## src/hdl/fbc_pkg.sv

```systemverilog
// ----------------------------------------------------------------------------
// fbc_pkg
// Shared types and constants of the frame builder: the input item and output
// word layouts, item codes, header size and the ones'-complement byte add.
// ----------------------------------------------------------------------------
package fbc_pkg;

  // Field widths.
  localparam int unsigned BYTE_W = 8;
  localparam int unsigned SEQ_W  = 32;
  localparam int unsigned LEN_W  = 11;

  // Largest payload length; longer requests are clipped to it.
  localparam int unsigned MAX_PAYLOAD = 1024;

  // Header is the start mark, four sequence bytes and four length bytes.
  localparam int unsigned HDR_BYTES = 9;
  localparam int unsigned HDR_W     = HDR_BYTES * BYTE_W;
  localparam int unsigned CNT_W     = $clog2(HDR_BYTES + 1);

  // Reset value of the start mark register.
  localparam logic [BYTE_W-1:0] START_MARK_RESET = 8'h01;

  // Item codes carried in the func field.
  localparam logic FUNC_START = 1'b0;
  localparam logic FUNC_DATA  = 1'b1;

  // One input item.
  typedef struct packed {
    logic             func;
    logic [SEQ_W-1:0] seq_num;
    logic [LEN_W-1:0] payload_length;
    logic [BYTE_W-1:0] payload_byte;
  } item_t;

  // One output word.
  typedef struct packed {
    logic [BYTE_W-1:0] out_byte;
    logic              frame_end;
  } word_t;

  // 8-bit ones'-complement add with end-around carry.
  function automatic logic [BYTE_W-1:0] oc_add(input logic [BYTE_W-1:0] a,
                                               input logic [BYTE_W-1:0] b);
    logic [BYTE_W:0] s;
    s = {1'b0, a} + {1'b0, b};
    return s[BYTE_W-1:0] + {{(BYTE_W-1){1'b0}}, s[BYTE_W]};
  endfunction

endpackage

```

## src/hdl/frame_builder_checksum.sv

```systemverilog
// ----------------------------------------------------------------------------
// frame_builder_checksum
// Serializes link frames: header bytes, payload bytes and a closing
// ones'-complement checksum byte, one output word per cycle while word_stall is low.
// ----------------------------------------------------------------------------
// A payload item is taken every cycle unless word_stall holds the output, and
// leaves as one word through the byte queue and the output register; the last
// payload byte of a frame is followed by the checksum word. A start item keeps
// the block busy until its nine header bytes (and the checksum word, when the
// payload length is zero) have left, a byte at a time. A one-stage byte queue
// feeds the output register, so an item is taken while a finished word still
// waits at the output; item_stall follows word_stall combinationally.
// Payload lengths above 1024 are clipped to 1024 in the header and the count.
// A start item abandons any open frame without a checksum; a payload item with
// no open frame is taken and dropped.
module frame_builder_checksum (
  input  logic                        clk,
  input  logic                        rst,
  input  logic                        mark_wr_en,
  input  logic [fbc_pkg::BYTE_W-1:0]  mark_wr_data,
  input  logic                        item_valid,
  output logic                        item_stall,
  input  fbc_pkg::item_t              item,
  output logic                        word_valid,
  input  logic                        word_stall,
  output fbc_pkg::word_t              word
);
  import fbc_pkg::*;

  // Configuration and frame state.
  logic [BYTE_W-1:0] start_mark;
  logic [BYTE_W-1:0] running_sum;
  logic [BYTE_W-1:0] running_sum_next;
  logic [LEN_W-1:0]  bytes_left;
  logic              frame_open;

  // Byte queue between the input and the output register.
  logic [HDR_W-1:0]  q_data;
  logic [CNT_W-1:0]  q_cnt;
  logic              q_check;

  // Handshake terms.
  logic              busy;
  logic              out_free;
  logic              emit;
  logic              emit_check;
  logic              last_emit;
  logic              accept;

  // Decoded input item.
  logic [LEN_W-1:0]  len_sat;
  logic [LEN_W-1:0]  left_dec;
  logic [HDR_W-1:0]  hdr_bytes;

  // Queue occupancy and output handshake.
  assign busy       = (q_cnt != '0) || q_check;
  assign out_free   = !word_valid || !word_stall;
  assign emit       = busy && out_free;
  assign emit_check = emit && (q_cnt == '0);
  assign last_emit  = emit && (((q_cnt == CNT_W'(1)) && !q_check) || emit_check);
  assign item_stall = busy && !last_emit;
  assign accept     = item_valid && !item_stall;

  // Length clipping and payload countdown.
  always_comb begin
    if (32'(item.payload_length) > 32'(MAX_PAYLOAD)) begin
      len_sat = LEN_W'(MAX_PAYLOAD);
    end else begin
      len_sat = item.payload_length;
    end
    if (bytes_left != '0) begin
      left_dec = bytes_left - LEN_W'(1);
    end else begin
      left_dec = '0;
    end
    hdr_bytes = {start_mark, item.seq_num, 32'(len_sat)};
  end

  // Running sum: updated on every header and payload word, cleared by checksum and start.
  always_comb begin
    running_sum_next = running_sum;
    if (emit) begin
      if (emit_check) begin
        running_sum_next = '0;
      end else begin
        running_sum_next = oc_add(running_sum, q_data[HDR_W-1 -: BYTE_W]);
      end
    end
    if (accept && (item.func == FUNC_START)) begin
      running_sum_next = '0;
    end
  end

  // Registers.
  always_ff @(posedge clk) begin
    if (rst) begin
      start_mark  <= START_MARK_RESET;
      running_sum <= '0;
      bytes_left  <= '0;
      frame_open  <= 1'b0;
      q_cnt       <= '0;
      q_check     <= 1'b0;
      word_valid  <= 1'b0;
    end else begin
      if (mark_wr_en) begin
        start_mark <= mark_wr_data;
      end
      running_sum <= running_sum_next;

      // Output register.
      if (emit) begin
        word_valid <= 1'b1;
        if (emit_check) begin
          word.out_byte  <= ~running_sum;
          word.frame_end <= 1'b1;
        end else begin
          word.out_byte  <= q_data[HDR_W-1 -: BYTE_W];
          word.frame_end <= 1'b0;
        end
      end else if (!word_stall) begin
        word_valid <= 1'b0;
      end

      // Queue drains one byte per emitted header or payload word.
      if (emit) begin
        if (emit_check) begin
          q_check <= 1'b0;
        end else begin
          q_cnt  <= q_cnt - CNT_W'(1);
          q_data <= q_data << BYTE_W;
        end
      end

      // A start item, or a payload item of an open frame, loads the queue and frame state.
      if (accept) begin
        if (item.func == FUNC_START) begin
          q_data  <= hdr_bytes;
          q_cnt   <= CNT_W'(HDR_BYTES);
          q_check <= (len_sat == '0);
          bytes_left <= len_sat;
          frame_open <= (len_sat != '0);
        end else if (frame_open) begin
          q_data  <= {item.payload_byte, {(HDR_W-BYTE_W){1'b0}}};
          q_cnt   <= CNT_W'(1);
          q_check <= (left_dec == '0);
          bytes_left <= left_dec;
          frame_open <= (left_dec != '0);
        end
      end
    end
  end

  // An open frame always expects more payload.
  a_open_has_bytes: assert property (@(posedge clk) disable iff (rst)
    frame_open |-> (bytes_left != '0))
    else $error("open frame with no payload left");

  // A start item fills the queue with the whole header.
  a_start_loads_hdr: assert property (@(posedge clk) disable iff (rst)
    (accept && (item.func == FUNC_START)) |=> (q_cnt == CNT_W'(HDR_BYTES)))
    else $error("start item did not load the header");

  // The checksum word clears the running sum.
  a_check_clears_sum: assert property (@(posedge clk) disable iff (rst)
    emit_check |=> (running_sum == '0))
    else $error("running sum not cleared after checksum");

  // The byte queue never holds more than one header.
  a_queue_bound: assert property (@(posedge clk) disable iff (rst)
    q_cnt <= CNT_W'(HDR_BYTES))
    else $error("byte queue overfilled");

endmodule
```

## config.mk

```make
export PLATFORM = sky130hd
export DESIGN_NAME = frame_builder_checksum
export DESIGN_NICKNAME = d
export VERILOG_FILES = /design/src/hdl/fbc_pkg.sv /design/src/hdl/frame_builder_checksum.sv
export SDC_FILE = /design/constraint.sdc
export NUM_CORES = 1
export LEC_CHECK = 0
export BUFFER_PORTS_ARGS = -buffer_cell sky130_fd_sc_hd__buf_2
export CAP_MARGIN = 10
export CORE_MARGIN = 1.5
export CORE_UTILIZATION = 45
export CTS_CLUSTER_SIZE = 8
export DETAILED_ROUTE_END_ITERATION = 7
export PLACE_DENSITY = 0.69
export SLEW_MARGIN = 5
export SYNTH_ARGS = -nofsm -noshare
export SYNTH_HDL_FRONTEND = slang
export SYNTH_SLANG_ARGS = --single-unit
```

## constraint.sdc

```tcl
create_clock -name clk -period 3 [get_ports clk]
set_input_delay 0.3 -clock clk [delete_from_list [all_inputs] [get_ports clk]]
set_output_delay 0.3 -clock clk [all_outputs]
set_load 0.01 [all_outputs]
```

After elaboration in Yosys (flattened, before gate mapping)
Index checks and enable logic that the tools add are counted.
W data, S select, Z words.
{"block": "word_totals", "regBits": 115, "input_bits": 65, "output_inout_bits": 11, "word_cells": 71}
{"block": "classes", "n_addsub": 4, "order_cmp": 1, "eq_ne": 3, "mux": 25, "bitwise_logic": 3, "n_reduce_logical": 25}
{"cell": "$mux W72", "count": 5}
{"cell": "$mux W11", "count": 4}
{"cell": "$reduce_bool A11 Y1", "count": 3}
{"cell": "$logic_not A11 Y1", "count": 2}
{"cell": "$mux W4", "count": 5}
{"cell": "$gt A11 B11 Y1 const B", "count": 1}
{"cell": "$sub A11 B1 Y11 const B", "count": 1}
{"cell": "$add A8 B8 Y9", "count": 1}
{"cell": "$mux W1", "count": 9}
{"cell": "$mux W9", "count": 1}
{"cell": "$add A8 B1 Y8", "count": 1}
{"cell": "$mux W8", "count": 1}
{"cell": "$not A8 Y8", "count": 1}
{"cell": "$logic_and A1 B1 Y1", "count": 7}
{"cell": "$logic_not A1 Y1", "count": 5}
{"cell": "$eq A4 B1 Y1 const B", "count": 1}
{"cell": "$logic_not A4 Y1", "count": 1}
{"cell": "$ne A2 B1 Y1 const B", "count": 2}
{"cell": "$reduce_and A2 Y1", "count": 2}
{"cell": "$reduce_bool A4 Y1", "count": 1}
{"cell": "$sub A4 B1 Y4 const B", "count": 1}
{"cell": "$logic_or A1 B1 Y1", "count": 3}
{"cell": "$not A1 Y1", "count": 2}
{"cell": "$reduce_or A2 Y1", "count": 1}

Logic depth before layout (Yosys ltp)
{"block": "logic_depth", "depth_word": 12, "mapped_depth": 14, "ltp_nobuf": 14}

Worst setup path after synthesis
OpenSTA, ideal clock, no wires.
{"block": "synth_path", "kind": "input port to flip-flop", "start": "input port rst", "end": "register running_sum[7]", "setup_time_ps": 87, "arrival_time_ps": 2721, "required_time_ps": 2913, "slack_ps": 192, "stages": 4, "n_path_buf": 1, "cell_sequence": "clkbuf_1 > inv_1 > nand2_1 > o211ai_1"}
{"block": "synth_between", "elab_chain_cells": 1}
{"element": "start: declaration", "line_no": "frame_builder_checksum.sv:18", "text": "input logic rst,"}
{"element": "$reduce_or A2 Y1 (no line)"}
{"element": "end signal: assignment", "line_no": "frame_builder_checksum.sv:108", "text": "running_sum <= running_sum_next;"}
{"element": "end: declaration", "line_no": "frame_builder_checksum.sv:32", "text": "logic [BYTE_W-1:0] running_sum;"}
No other way between the ends.
A chain may end at the register's enable or synchronous reset.

Final worst setup path
{"block": "layout_path", "start": "register q_data[64]", "end": "register running_sum[4]"}
{"block": "layout_between", "elab_chain_cells": 3}
{"element": "start: declaration", "line_no": "frame_builder_checksum.sv:38", "text": "logic [HDR_W-1:0] q_data;"}
{"element": "start signal: assignment", "line_no": "frame_builder_checksum.sv:130", "text": "q_data <= q_data << BYTE_W;"}
{"element": "start signal: assignment", "line_no": "frame_builder_checksum.sv:137", "text": "q_data <= hdr_bytes;"}
{"element": "start signal: assignment", "line_no": "frame_builder_checksum.sv:143", "text": "q_data <= {item.payload_byte, {(HDR_W-BYTE_W){1'b0}}};"}
{"element": "$add A8 B8 Y9", "line_no": "fbc_pkg.sv:46", "text": "s = {1'b0, a} + {1'b0, b};"}
{"element": "$add A8 B1 Y8", "line_no": "fbc_pkg.sv:47", "text": "return s[BYTE_W-1:0] + {{(BYTE_W-1){1'b0}}, s[BYTE_W]};"}
{"element": "$mux W8", "line_no": "frame_builder_checksum.sv:83", "text": "if (emit_check) begin"}
No other way between the ends.

==> flow_metrics.tcl <==
set metrics [dict create \
    status "completed" \
    syn-num-nets 713 \
    start_util_pct 46.4 \
    power_density_mw_per_mm2 1330 \
    synth_area_leaders "edfxtp_1 (39%), dfxtp_1 (11%), mux2i_1 (8.6%)" \
    yosysSeqAreaShare_pct 50.5 \
    antenna_found_initial 0 \
    die_x_um 120 \
    numCtsBuffers 17 \
    cts_hold_buf 0 \
    place_area_mm2 0.00678 \
    clock-sinks 115 \
    synth-seq-cells 115 \
    skew_ns 0.0193 \
    post_drt_via_cell_ratio 5.68 \
    post-route-util_pct 55.9 \
    mostFrequentLayoutCell "nand2_1" \
    final_antenna_net_count 0 \
    worstPathCellList "ha_2, inv_1, fa_2, nor2b_1, o31a_1, o31a_1, o21ai_1, nand2b_1, ha_1, ha_2, nor4b_4, buf_4, xor2_1, a22oi_1, nor2_1" \
    critPathLaunchType "register" \
    finalHoldViolCount 0 \
    area_growth_pct 20.5 \
    dp_hpwl_mm 10.6 \
    grt_max_degree 52 \
    clk_pin_slew_ns 0.06 \
    overflow 0 \
    via_count 5103 \
    slowest_stage "edfxtp_1" \
    slew_viol_final 0 \
    drc 0 \
    fin_area_mm2 0.00744 \
    place_congestion 0.883 \
    drt-initial-drc-count 437 \
    num_io_pins 76 \
    dp.cells 864 \
    critPathCaptureType "register" \
    first_global_vias 4930 \
    finish.cell_count_without_fillers 898 \
    power_mw 9.91 \
    core_area_mm2 0.0133 \
    drive_gt1_share_pct 19.1 \
    avgSynthCellArea_um2 9.76 \
    synth_cell_types 56 \
    die_area_mm2 0.0144 \
    cts_tree "built" \
    path_class "reg -> reg" \
    clk_path_buf_depth 2 \
    synth_area_leader_cell "edfxtp_1" \
    hold_path_class "in -> reg" \
    clock.fmax_mhz 352 \
    synth_warnings 0 \
    fin_crit_ns 2.84 \
    diodes 0 \
    p_leak_nw 3.01 \
    relSlewSlack_pct 46.3 \
    setup_viol 0 \
    ir_drop_mv 0.516 \
    critPathMaxFanout 3 \
    worst_slew_pin_slew_ns 0.800 \
    firstDrtPassIters 6 \
    cts_root_buf "clkbuf_16" \
    synth_edf_count 81 \
    synthesis.instances 632 \
    grt_first_pass_wirelength_mm 24.9 \
    clk_latency_ns 0.43 \
    routedWlPerCell_um 17.2 \
    synth_area_mm2 0.00617 \
    grtUsageTotal_pct 22.2 \
    postSynth.asyncResetShare_pct 0 \
    synth_top_area_share_pct 39.4 \
    fp.dieH_um 120 \
    port_buffers 75 \
    htreeDepth 4 \
    final_cell_mix "nand2_1 (104), edfxtp_1 (81), buf_2 (75), o21ai_1 (57)" \
    nets 790 \
    cp.required_ns 3.31 \
    fin_crit_sh_pct 94.8 \
    cpPeakStageDelay_ns 0.41 \
    cp_data_arrival_time_ns 3.15 \
    synth_top_flop_cell "edfxtp_1" \
    setup_tns_ns 0 \
    drv_cap 0 \
    rows 42 \
    drt-total-wl_mm 15.5 \
]
cell type report:
cell class	count	area [µm²]
well taps	176	220
inverters	16	60.1
clock buffers	17	425
clock inverters	15	189
repair buffers	93	523
fillers	1166	5860
multi-input cells	466	2910
flip-flops and latches	115	3110
metrics by stage:
| stage | hold WS, ns | setup WS (ns) |
|---|---|---|
| floorplan | 0.428 | 0.192 |
| global placement | 0.455 | 0.0949 |
| detailed placement | 0.463 | 0.0565 |
| CTS | 0.114 | 0.0109 |
| global route | 0.136 | -0.0000668 |
| finish | 0.111 | 0.155 |
layer usage:
metal,up-vias,part of all wire (%),GRT usage (%)
met5,-,0,0
met4,0,1.9,9.52
met3,22,5.9,4.61
met2,167,47,35.5
met1,2443,45,29.2
li1,2471,-,-
repair_timing:
item,4_1_cts,5_1_grt
resized for setup,0,7
endpoints found under the setup margin,0,4
setup buffers,0,2
hold endpoints to repair,0,0
sequential cells by signal, summed over array words and instances (netlist names):
name         cells
q_data          72
running_sum      8
word             9
q_check          1
word_valid       1
frame_open       1
bytes_left      11
q_cnt            4
start_mark       8
cell usage after synthesis, types with 3 or more instances:
master / instances
a211oi_1: 8
a21oi_1: 47
a221oi_1: 4
a22o_1: 9
a22oi_1: 8
a31oi_1: 7
and2_1: 4
and3_1: 3
buf_1: 3
buf_2: 5
clkbuf_1: 26
dfxtp_1: 34
edfxtp_1: 81
ha_1: 15
inv_1: 16
mux2i_1: 53
nand2_1: 104
nand3_1: 8
nor2_1: 53
nor2b_1: 3
nor3_1: 13
nor4_1: 6
o211ai_1: 3
o21a_1: 5
o21ai_0: 5
o21ai_1: 56
o22ai_1: 6
o31a_1: 3
xnor2_1: 6
xor2_1: 7
cells by family (layout without fill, tap and decap cells):
family | Yosys count | in the layout | synth area share [%]
AND/OR/NAND/NOR | 212 | 212 | 15.3
AO/OA/AOI/OAI | 172 | 172 | 17.1
flip-flops | 115 | 115 | 50.5
multiplexers | 53 | 53 | 8.60
buffers and inverters | 51 | 141 | 3.33
adder cells (fa/ha/maj) | 16 | 16 | 3.37
XOR/XNOR | 13 | 13 | 1.85
report_power, final:
part           internal (mW)  total [mW]  switching, mW
combinational           1.97        4.65           2.68
sequential              2.66        3.14          0.474
clock                   1.38        2.12          0.746
total                   6.00        9.91           3.90
path summary, 6_finish.rpt:
path | slack, ns | to | from | cells past startpoint
worst max-delay path | 0.16 | running_sum[4] | q_data[64] | 15
worst min-delay path | 0.11 | start_mark[2] | mark_wr_data[2] | 3
worst max register to register | 0.16 | running_sum[4] | q_data[64] | 15
worst min register to register | 0.49 | bytes_left[10] | bytes_left[10] | 2
critical path, delay by kind of cell (launching register included):
family / cells / cell delay (ns)
and+or+nand+nor: 4 / 0.33
adders and majority gates: 4 / 0.83
xor gates and xnor gates: 1 / 0.13
buffers and inverters: 2 / 0.22
DFF: 1 / 0.41
AOI/OAI and AO/OA: 4 / 0.81
No activity file was read; power rests on OpenSTA's default activity.
